==> src/design/pps_pkg.sv <==
// Shared types and constants for the power path sequencer.
// Used by pps_step and power_path_sequencer_top; depends on nothing else.

package pps_pkg;

  // Power states, as reported in the power_state result field.
  typedef enum logic [1:0] {
    PS_OFF       = 2'd0,
    PS_PRECHARGE = 2'd1,
    PS_ON        = 2'd2,
    PS_FAULT     = 2'd3
  } power_state_e;

  // Fault reasons, as reported in the trip_code result field.
  typedef enum logic [1:0] {
    FC_NONE    = 2'd0,
    FC_TIMEOUT = 2'd1,
    FC_LOST    = 2'd2,
    FC_EDGE    = 2'd3
  } trip_code_e;

  // Configuration register indexes.
  localparam int unsigned CfgIdxW = 8;
  localparam logic [CfgIdxW-1:0] CFG_PRECHARGE_LIMIT = 8'd0;
  localparam logic [CfgIdxW-1:0] CFG_SHUTDOWN_HOLD   = 8'd1;

  localparam int unsigned CfgDataW = 16;
  localparam logic [CfgDataW-1:0] PRECHARGE_LIMIT_RESET = 16'd100;
  localparam logic [CfgDataW-1:0] SHUTDOWN_HOLD_RESET   = 16'd5000;

  // Millisecond phase bookkeeping. The phase runs modulo 1600 ms and is kept
  // as three small counters instead of one value that would need dividing.
  localparam int unsigned PhaseMod        = 1600;
  localparam int unsigned PrechargeBlink  = 20;
  localparam int unsigned LockTickMs      = 100;
  localparam int unsigned HundredsCount   = PhaseMod / LockTickMs;
  localparam int unsigned Sub20W          = $clog2(PrechargeBlink);
  localparam int unsigned Sub100W         = $clog2(LockTickMs);
  localparam int unsigned HundW           = $clog2(HundredsCount);

  localparam logic [Sub20W-1:0]  SUB20_LAST  = Sub20W'(PrechargeBlink - 1);
  localparam logic [Sub100W-1:0] SUB100_LAST = Sub100W'(LockTickMs - 1);
  localparam logic [HundW-1:0]   HUND_LAST   = HundW'(HundredsCount - 1);

  localparam int unsigned LockW  = 15;
  localparam int unsigned TimerW = 16;

  localparam int unsigned InDataW  = 24;
  localparam int unsigned OutDataW = 24;

  // One input item.
  typedef struct packed {
    logic             ms_tick;
    logic             switch_on;
    logic             hotswap_pin;
    logic             lock_load;
    logic [LockW-1:0] lock_value;
  } pps_in_t;

  // One result item.
  typedef struct packed {
    power_state_e     power_state;
    trip_code_e       trip_code;
    logic             main_drive;
    logic             aux_drive;
    logic             switch_led;
    logic             status_led;
    logic [LockW-1:0] lock_remaining;
  } pps_out_t;

  // Configuration as seen by the step logic.
  typedef struct packed {
    logic [TimerW-1:0] precharge_limit_ms;
    logic [TimerW-1:0] shutdown_hold_ms;
  } pps_cfg_t;

  // Sequencer state carried from one item to the next.
  typedef struct packed {
    power_state_e       power_state;
    trip_code_e         trip_code;
    logic [TimerW-1:0]  precharge_left;
    logic [TimerW-1:0]  shutdown_left;
    logic [LockW-1:0]   lock_left;
    logic [Sub20W-1:0]  sub20;
    logic               blink20;
    logic [Sub100W-1:0] sub100;
    logic [HundW-1:0]   hund;
    logic               flag_prev;
  } pps_state_t;

  localparam pps_state_t STATE_RESET = '{
    power_state:    PS_OFF,
    trip_code:      FC_NONE,
    precharge_left: '0,
    shutdown_left:  '0,
    lock_left:      '0,
    sub20:          '0,
    blink20:        1'b0,
    sub100:         '0,
    hund:           '0,
    flag_prev:      1'b0
  };

endpackage

==> src/design/pps_step.sv <==
// Next-state and result logic for one pass of the power sequencing loop.
// Purely combinational; depends on pps_pkg.

module pps_step (
  input  pps_pkg::pps_state_t cur_i,
  input  pps_pkg::pps_in_t    item_i,
  input  pps_pkg::pps_cfg_t   cfg_i,
  output pps_pkg::pps_state_t nxt_o,
  output pps_pkg::pps_out_t   res_o
);

  pps_pkg::power_state_e          ps;
  pps_pkg::trip_code_e            fc;
  logic [pps_pkg::LockW-1:0]      lock;
  logic                           flag_edge;
  logic [2:0]                     fault_cycle;
  logic                           fault_lit;
  logic                           o_pwr, o_3v3, o_sled, o_dled;
  pps_pkg::pps_state_t            nxt;

  always_comb begin
    nxt  = cur_i;
    lock = item_i.lock_load ? item_i.lock_value : cur_i.lock_left;

    // A falling flag edge while powering forces the fault state before
    // anything is driven.
    flag_edge = cur_i.flag_prev && !item_i.hotswap_pin &&
                ((cur_i.power_state == pps_pkg::PS_PRECHARGE) ||
                 (cur_i.power_state == pps_pkg::PS_ON));
    ps = flag_edge ? pps_pkg::PS_FAULT : cur_i.power_state;
    fc = flag_edge ? pps_pkg::FC_EDGE : cur_i.trip_code;
    nxt.flag_prev = item_i.hotswap_pin;

    // Fault blink: the 200 ms slot number is the hundreds count halved.
    fault_cycle = cur_i.hund[pps_pkg::HundW-1:1];
    fault_lit   = fault_cycle[0] && (fault_cycle < {fc, 1'b0});

    // Drives follow the state held before the transition.
    o_pwr  = 1'b0;
    o_3v3  = 1'b1;
    o_sled = 1'b0;
    o_dled = 1'b0;
    case (ps)
      pps_pkg::PS_OFF: begin
        o_3v3  = (cur_i.shutdown_left != '0);
        o_dled = 1'b1;
      end
      pps_pkg::PS_PRECHARGE: begin
        o_pwr  = 1'b1;
        o_sled = cur_i.blink20;
      end
      pps_pkg::PS_ON: begin
        o_pwr  = 1'b1;
        o_sled = 1'b1;
      end
      default: begin
        o_sled = fault_lit;
        o_dled = !fault_lit;
      end
    endcase

    // State transition.
    nxt.power_state = ps;
    nxt.trip_code   = fc;
    case (ps)
      pps_pkg::PS_OFF: begin
        nxt.trip_code = pps_pkg::FC_NONE;
        if (item_i.switch_on) begin
          nxt.precharge_left = cfg_i.precharge_limit_ms;
          nxt.power_state    = pps_pkg::PS_PRECHARGE;
        end
      end
      pps_pkg::PS_PRECHARGE: begin
        nxt.trip_code = pps_pkg::FC_NONE;
        if (item_i.hotswap_pin) begin
          nxt.power_state = pps_pkg::PS_ON;
        end else if (!item_i.switch_on) begin
          nxt.power_state = pps_pkg::PS_OFF;
        end else if (cur_i.precharge_left == '0) begin
          nxt.trip_code   = pps_pkg::FC_TIMEOUT;
          nxt.power_state = pps_pkg::PS_FAULT;
        end
        nxt.shutdown_left = cfg_i.shutdown_hold_ms;
      end
      pps_pkg::PS_ON: begin
        nxt.trip_code = pps_pkg::FC_NONE;
        if (!item_i.hotswap_pin) begin
          nxt.power_state = pps_pkg::PS_FAULT;
          nxt.trip_code   = pps_pkg::FC_LOST;
        end else if (!item_i.switch_on && (lock == '0)) begin
          nxt.power_state = pps_pkg::PS_OFF;
        end
        nxt.shutdown_left = cfg_i.shutdown_hold_ms;
      end
      default: begin
        if (!item_i.switch_on) begin
          nxt.power_state = pps_pkg::PS_OFF;
        end
        nxt.shutdown_left = cfg_i.shutdown_hold_ms;
      end
    endcase

    // Millisecond tick: advance the phase counters and run the countdowns.
    nxt.lock_left = lock;
    if (item_i.ms_tick) begin
      if (nxt.shutdown_left != '0) begin
        nxt.shutdown_left = nxt.shutdown_left - 1'b1;
      end
      if (nxt.precharge_left != '0) begin
        nxt.precharge_left = nxt.precharge_left - 1'b1;
      end
      if (cur_i.sub20 == pps_pkg::SUB20_LAST) begin
        nxt.sub20   = '0;
        nxt.blink20 = !cur_i.blink20;
      end else begin
        nxt.sub20 = cur_i.sub20 + 1'b1;
      end
      if (cur_i.sub100 == pps_pkg::SUB100_LAST) begin
        nxt.sub100 = '0;
        nxt.hund   = (cur_i.hund == pps_pkg::HUND_LAST) ? '0 : cur_i.hund + 1'b1;
        if (lock != '0) begin
          nxt.lock_left = lock - 1'b1;
        end
      end else begin
        nxt.sub100 = cur_i.sub100 + 1'b1;
      end
    end
  end

  assign nxt_o = nxt;

  assign res_o = '{
    power_state:    nxt.power_state,
    trip_code:      nxt.trip_code,
    main_drive:     o_pwr,
    aux_drive:      o_3v3,
    switch_led:     o_sled,
    status_led:     o_dled,
    lock_remaining: nxt.lock_left
  };

endmodule

==> src/design/power_path_sequencer_top.sv <==
// Top level of the power path sequencer: stream ports, input and result
// registers, state and configuration registers. Depends on pps_pkg, pps_step.
//
// Latency: a result passes through the input register and then the result register before it is presented.
// Throughput: one item per cycle; the input register and the result register
// each advance whenever the stage ahead of them is free.
// Reset: rst_ni clears the sequencer to off with all countdowns at zero and
// loads the configuration defaults (precharge 100 ms, shutdown hold 5000 ms).

module power_path_sequencer_top (
  input  logic                          clk_i,
  input  logic                          rst_ni,
  // Input items. tdata fields from bit 0 up: ms_tick, switch_on, hotswap_pin,
  // lock_load, lock_value[14:0], zero padding.
  input  logic                          s_axis_tvalid_i,
  output logic                          s_axis_tready_o,
  input  logic [pps_pkg::InDataW-1:0]   s_axis_tdata_i,
  // Result items. tdata fields from bit 0 up: power_state[1:0],
  // trip_code[1:0], main_drive, aux_drive, switch_led, status_led,
  // lock_remaining[14:0], zero padding.
  output logic                          m_axis_tvalid_o,
  input  logic                          m_axis_tready_i,
  output logic [pps_pkg::OutDataW-1:0]  m_axis_tdata_o,
  // Configuration writes. Index 0 is the precharge limit, index 1 the
  // shutdown hold time; other indexes are ignored.
  input  logic                          cfg_valid_i,
  output logic                          cfg_ready_o,
  input  logic [pps_pkg::CfgIdxW-1:0]   cfg_index_i,
  input  logic [pps_pkg::CfgDataW-1:0]  cfg_data_i
);

  // Input register stage.
  logic                      in_valid_q;
  logic [pps_pkg::InDataW-1:0] in_data_q;

  // Result register stage.
  logic                      out_valid_q;
  pps_pkg::pps_out_t         out_q;

  // Sequencer state and configuration.
  pps_pkg::pps_state_t       state_q, state_d;
  pps_pkg::pps_cfg_t         cfg_q;
  pps_pkg::pps_in_t          item;
  pps_pkg::pps_out_t         res;

  logic out_free;
  logic step_fire;

  // The result stage takes a new item whenever it is empty or being drained;
  // the input stage refills whenever its item moves on.
  assign out_free        = !out_valid_q || m_axis_tready_i;
  assign step_fire       = in_valid_q && out_free;
  assign s_axis_tready_o = !in_valid_q || out_free;
  assign cfg_ready_o     = 1'b1;

  always_ff @(posedge clk_i or negedge rst_ni) begin
    if (!rst_ni) begin
      in_valid_q <= 1'b0;
    end else if (s_axis_tready_o) begin
      in_valid_q <= s_axis_tvalid_i;
    end
  end

  always_ff @(posedge clk_i) begin
    if (s_axis_tready_o && s_axis_tvalid_i) begin
      in_data_q <= s_axis_tdata_i;
    end
  end

  // Unpack the registered item.
  assign item = '{
    ms_tick:     in_data_q[0],
    switch_on:   in_data_q[1],
    hotswap_pin: in_data_q[2],
    lock_load:   in_data_q[3],
    lock_value:  in_data_q[4 +: pps_pkg::LockW]
  };

  pps_step u_step (
    .cur_i  (state_q),
    .item_i (item),
    .cfg_i  (cfg_q),
    .nxt_o  (state_d),
    .res_o  (res)
  );

  // State advances exactly once per item, as the item enters the result stage.
  always_ff @(posedge clk_i or negedge rst_ni) begin
    if (!rst_ni) begin
      state_q <= pps_pkg::STATE_RESET;
    end else if (step_fire) begin
      state_q <= state_d;
    end
  end

  always_ff @(posedge clk_i or negedge rst_ni) begin
    if (!rst_ni) begin
      cfg_q.precharge_limit_ms <= pps_pkg::PRECHARGE_LIMIT_RESET;
      cfg_q.shutdown_hold_ms   <= pps_pkg::SHUTDOWN_HOLD_RESET;
    end else if (cfg_valid_i && cfg_ready_o) begin
      case (cfg_index_i)
        pps_pkg::CFG_PRECHARGE_LIMIT: cfg_q.precharge_limit_ms <= cfg_data_i;
        pps_pkg::CFG_SHUTDOWN_HOLD:   cfg_q.shutdown_hold_ms   <= cfg_data_i;
        default: ;
      endcase
    end
  end

  always_ff @(posedge clk_i or negedge rst_ni) begin
    if (!rst_ni) begin
      out_valid_q <= 1'b0;
    end else if (out_free) begin
      out_valid_q <= in_valid_q;
    end
  end

  always_ff @(posedge clk_i) begin
    if (step_fire) begin
      out_q <= res;
    end
  end

  assign m_axis_tvalid_o = out_valid_q;
  assign m_axis_tdata_o  = {1'b0, out_q.lock_remaining, out_q.status_led, out_q.switch_led,
                            out_q.aux_drive, out_q.main_drive, out_q.trip_code,
                            out_q.power_state};

  // The sequencer state only moves when an item passes through the step.
  a_state_hold: assert property (@(posedge clk_i) disable iff (!rst_ni)
    !step_fire |=> $stable(state_q))
    else $error("sequencer state changed without an item");

  // Precharging and on never carry a fault code.
  a_no_code_powered: assert property (@(posedge clk_i) disable iff (!rst_ni)
    (state_q.power_state == pps_pkg::PS_PRECHARGE || state_q.power_state == pps_pkg::PS_ON)
    |-> state_q.trip_code == pps_pkg::FC_NONE)
    else $error("fault code set while powered");

  // The fault state always holds the reason it was entered.
  a_fault_has_code: assert property (@(posedge clk_i) disable iff (!rst_ni)
    state_q.power_state == pps_pkg::PS_FAULT |-> state_q.trip_code != pps_pkg::FC_NONE)
    else $error("fault state without a fault code");

  // Millisecond sub-counters stay within their periods.
  a_phase_range: assert property (@(posedge clk_i) disable iff (!rst_ni)
    state_q.sub20 <= pps_pkg::SUB20_LAST && state_q.sub100 <= pps_pkg::SUB100_LAST)
    else $error("millisecond phase counter out of range");

  // An item in the result stage that is not taken blocks the step.
  a_stall_blocks: assert property (@(posedge clk_i) disable iff (!rst_ni)
    (out_valid_q && !m_axis_tready_i) |-> !step_fire)
    else $error("step fired into a full result stage");

endmodule
==> config.mk <==
export PLATFORM = sky130hd
export DESIGN_NAME = power_path_sequencer_top
export DESIGN_NICKNAME = d
export VERILOG_FILES = /design/src/design/pps_pkg.sv /design/src/design/pps_step.sv /design/src/design/power_path_sequencer_top.sv
export SDC_FILE = /design/constraint.sdc
export NUM_CORES = 1
export LEC_CHECK = 0
export BUFFER_PORTS_ARGS = -buffer_cell sky130_fd_sc_hd__clkbuf_2
export CAP_MARGIN = 15
export CELL_PAD_IN_SITES_DETAIL_PLACEMENT = 0
export CELL_PAD_IN_SITES_GLOBAL_PLACEMENT = 2
export CORE_MARGIN = 3
export CORE_UTILIZATION = 35
export CTS_BUF_LIST = sky130_fd_sc_hd__clkbuf_4 sky130_fd_sc_hd__clkbuf_8
export CTS_CLUSTER_SIZE = 16
export DETAILED_ROUTE_END_ITERATION = 16
export PLACE_DENSITY_LB_ADDON = 0.3
export SYNTH_ARGS = -nofsm -noshare
export SYNTH_HDL_FRONTEND = slang
export SYNTH_HIERARCHICAL = 1
export SYNTH_SLANG_ARGS = --single-unit
==> constraint.sdc <==
create_clock -name clk_i -period 6.85 [get_ports clk_i]
set_input_delay 1.7125 -clock clk_i [delete_from_list [all_inputs] [get_ports clk_i]]
set_output_delay 1.7125 -clock clk_i [all_outputs]
set_load 0.05 [all_outputs]
==> impl_summary.md <==
CTS
The number of gates given a new drive strength after cts is 0. No sink is reached through more buffers than the 2 on the longest clock path. The tree built by TritonCTS fans out to 145 sinks. Clock-pin slew was measured on the worst setup and hold paths at 0.08 ns. CTS placed an instance of sky130_fd_sc_hd__clkbuf_8 at the clock tree root. TritonCTS built the clock tree. The total CTS buffers is 17. The later pin in the worst-skew pair is clocked with a latency of 0.45 ns.

The hold-fix buffer count after cts is 0. The maximum level of the CTS H-tree is 4. The number of buffers added for setup after CTS is 0.

Setup path
The most numerous cell type found on the critical path is sky130_fd_sc_hd__clkbuf_2. The critical register-to-register path startpoint is state_q[67]$_DFFE_PN0P_. For this run, the slowest stage of the critical path takes 0.25 ns. Broken down by cell family, the worst path's largest delay share belongs to buffers and inverters. The worst setup path is of the primary input to output port kind. Among all stages on the critical path, the largest delay is contributed by sky130_fd_sc_hd__clkbuf_2. The nature of the critical path startpoint is a primary input. Along the worst path, the maximum fanout reaches 3. STA classifies the critical path endpoint as an output port. The worst path required time is 5.14 ns. The startpoint of the most critical setup path is m_axis_tready_i.

Walking the worst path, the cells encountered are clkbuf_2 > nand3b_1 > clkbuf_2. The total buffers and inverters traversed by the critical path is 2. At the worst endpoint, the arrival time is 2.23 ns.

Final layout
The number of antenna diodes in the final layout is 0. The multi-input combinational cells in the finished layout cover a total of 3891 um^2. The post-route netlist has 33.29% of its cells at a drive strength greater than 1. Across the whole layout, storage elements account for 3849 um^2. In the layout the commonest cells are sky130_fd_sc_hd__mux2_2 (98), sky130_fd_sc_hd__dfrtp_1 (95), sky130_fd_sc_hd__clkbuf_2 (71).

For this run, the post-layout net count is 792. The most frequent standard cell in the layout excluding fill and tap cells is sky130_fd_sc_hd__mux2_2. The post-synthesis to final-layout area growth is 10.38%.

The number of filler cells placed in the layout is 2179. The utilization after layout is 39.50%.

Floorplanning
The total area inside the core boundary comes to 22710 um^2. The effective utilization at floorplan is 35.79%. Pin placement for this block handled 80 I/O pins. The total die area is 25090 um^2.

The floorplan die height is 158.4 um. The width of the chip is 158.4 um. The initialized floorplan defines 55 standard-cell rows.

Drt
The final routed wire length divided by cell count is 17.35 um. The remaining antenna violation count after routing is 0. The total routed wirelength is 17760 um.

The detailed router placed 5326 vias in this run. Using the TritonRoute via totals, the vias-per-cell ratio works out to 5.201. The final routed DRC violation total is 0.

In this run, the number of DRC markers left after iteration 0 of detailed routing was 195. Before antenna repair, the detailed router went through 6 iterations.

Run
The number of max-cap violations is 0.

Synthesis
The post-synthesis cell type count is 72. The synthesized design contains 42 enable-type register cells. The net count after synthesis is 747. Summing every instance area after synthesis gives 8128 um^2. The number of synthesis warnings is 6. The mean instance size in the synthesized netlist is 11.94 um^2. The share of the Yosys chip area taken by registers is 47.35%. The fraction of synthesis flops using an asynchronous set or reset pin is 71.03%.

The post-synthesis instance total is 681. The most used flip-flop cell after synthesis is sky130_fd_sc_hd__dfrtp_1. The synthesized flop and latch total is 145.

STA
Measured against its own limit, the worst slew margin works out to 32.36%. On the final layout, the worst clock skew is 0.01857 ns. The share of the cycle needed by the critical path after routing is 57.50%. Setup repair after global routing left no endpoint under its margin. The actual slew at the worst max-slew pin is 1.015 ns. The final number of max-transition violations is 0.

In the final timing run, aggregate negative setup slack is 0 ns. The post-route minimum period is 3.939 ns. Setup violations remaining at the end of the flow were counted as 0. The final worst hold slack is 0.5071 ns. Derived from the worst setup path, the maximum achievable clock frequency is 0.2539 GHz.

The number of hold-slack violations in the final timing report is 0.

Run status
The flow ran to the end, and the final reports show no timing, DRC or antenna violations.

Global routing
The global-route congestion overflow total is 0. The initial antenna violation count is 0. The number of global-route vias before repair is 5483. Entering global routing, the biggest net connects 62 pins. The first global-routing pass estimated 28950 um of wire.

Across every metal layer, demand over resource in global routing totals 14.71%.

Pwr
The worst voltage drop across the vdd grid is 0.1373 mV. Dividing total power by cell area gives a power density of 374.0 nW/um^2. The leakage power figure is 3.834 nW.

Placed design
Input and output buffers added on the ports amount to 72. The congestion estimate from routability-driven global placement came to 0.7912. Detailed placement ended at an HPWL of 12400 um.

Hold path
The tightest min-delay check is of the register to register type. The startpoint identified for the worst hold timing path is state_q[29]$_DFFE_PN0P_.
## registers in the layout, indices dropped and copies added (netlist names)
register and count:
m_axis_tdata_o 23, in_data_q 19, m_axis_tvalid_o 1, cfg_q 32, state_q 69, in_valid_q 1
## synthesized netlist by cell type (12+ instances only)
| cell | number | area, um^2 |
|---|---|---|
| sky130_fd_sc_hd__dfrtp_1 | 95 | 2377 |
| sky130_fd_sc_hd__ha_1 | 13 | 162.7 |
| sky130_fd_sc_hd__edfxtp_1 | 42 | 1261 |
| sky130_fd_sc_hd__inv_1 | 12 | 45.04 |
| sky130_fd_sc_hd__mux2i_1 | 44 | 440.4 |
| sky130_fd_sc_hd__buf_4 | 30 | 225.2 |
| sky130_fd_sc_hd__nand2_1 | 36 | 135.1 |
| sky130_fd_sc_hd__nor3b_1 | 12 | 90.09 |
| sky130_fd_sc_hd__a21oi_1 | 13 | 65.06 |
| sky130_fd_sc_hd__xor2_1 | 22 | 192.7 |
| sky130_fd_sc_hd__nor4_1 | 14 | 87.58 |
| sky130_fd_sc_hd__mux2_2 | 98 | 1104 |
| sky130_fd_sc_hd__xnor2_1 | 28 | 245.2 |
| sky130_fd_sc_hd__nor3_1 | 30 | 150.1 |
| sky130_fd_sc_hd__nor2_1 | 28 | 105.1 |
## report_power, final
part	internal, mW	total, mW	switching (mW)
sequential	1.11	1.28	0.170
clock	0.369	0.723	0.354
combinational	0.589	1.35	0.764
## final cells by class
type | count | share of cell area (%)
Inverter | 13 | 0.5439
Clock inverter | 14 | 1.967
Multi-Input combinational cell | 471 | 43.38
Tap cell | 285 | 3.975
Sequential cell | 145 | 42.90
Timing Repair Buffer | 78 | 4.547
Clock buffer | 18 | 2.692
## kinds of logic after synthesis
logic type | count (synthesis) | share of synthesized area [%]
other | 2 | 0.09240
AO/OA/AOI/OAI | 72 | 6.465
AND/OR/NAND/NOR | 182 | 13.02
flip-flops | 145 | 47.35
XOR/XNOR | 50 | 5.388
buffers and inverters | 65 | 4.834
multiplexers | 152 | 20.84
adder cells (fa/ha/maj) | 13 | 2.001
## worst register-to-register path: stages (launching register included)
cell and delay (ns):
sky130_fd_sc_hd__dfrtp_1 0.41, sky130_fd_sc_hd__inv_1 0.07, sky130_fd_sc_hd__ha_2 0.15, sky130_fd_sc_hd__buf_4 0.47, sky130_fd_sc_hd__nand2_1 0.13, sky130_fd_sc_hd__buf_4 0.26
sky130_fd_sc_hd__mux2i_1 0.21, sky130_fd_sc_hd__ha_1 0.25, sky130_fd_sc_hd__o21ai_1 0.17, sky130_fd_sc_hd__nor4_4 0.11, sky130_fd_sc_hd__nor3_1 0.51, sky130_fd_sc_hd__nand3b_1 0.22
sky130_fd_sc_hd__xor2_1 0.18, sky130_fd_sc_hd__mux2_2 0.27
## per-stage QoR
step / power, mW / instance area (um^2) / instances / setup slack (ns)
floorplan: 2.432 / 8128 / 681 / 2.942
global placement: 2.619 / 8553 / 992 / 2.920
detailed placement: 2.652 / 8553 / 992 / 2.912
CTS: 3.392 / 8971 / 1024 / 2.908
global route: 3.604 / 8971 / 1024 / 2.875
finish: 3.355 / 8971 / 1024 / 2.911
## per-layer routing
layer	vias to the layer above	wire length, um	part of all wire (%)	GRT usage [%]
met5	-	0	0	0
met2	83	8585	48	24.79
met1	2671	8317	47	19.01
li1	2556	-	-	-
met4	0	218	1.2	3.892
met3	16	643	3.6	3.588
## worst paths after layout
kind,endpoint,slack [ns],depth (start not counted)
worst min register to register,state_q[29]$_DFFE_PN0P_,0.51,1
min in group asynchronous,state_q[18]$_DFFE_PN0P_,1.24,1
worst max register to register,state_q[64]$_DFFE_PN0P_,3.33,13
worst min-delay path,state_q[29]$_DFFE_PN0P_,0.51,1
worst max-delay path,s_axis_tready_o,2.91,3
max in group asynchronous,cfg_q[13]$_DFFE_PN0P_,4.29,2
Note: power is estimated with default switching activity, not from simulation.
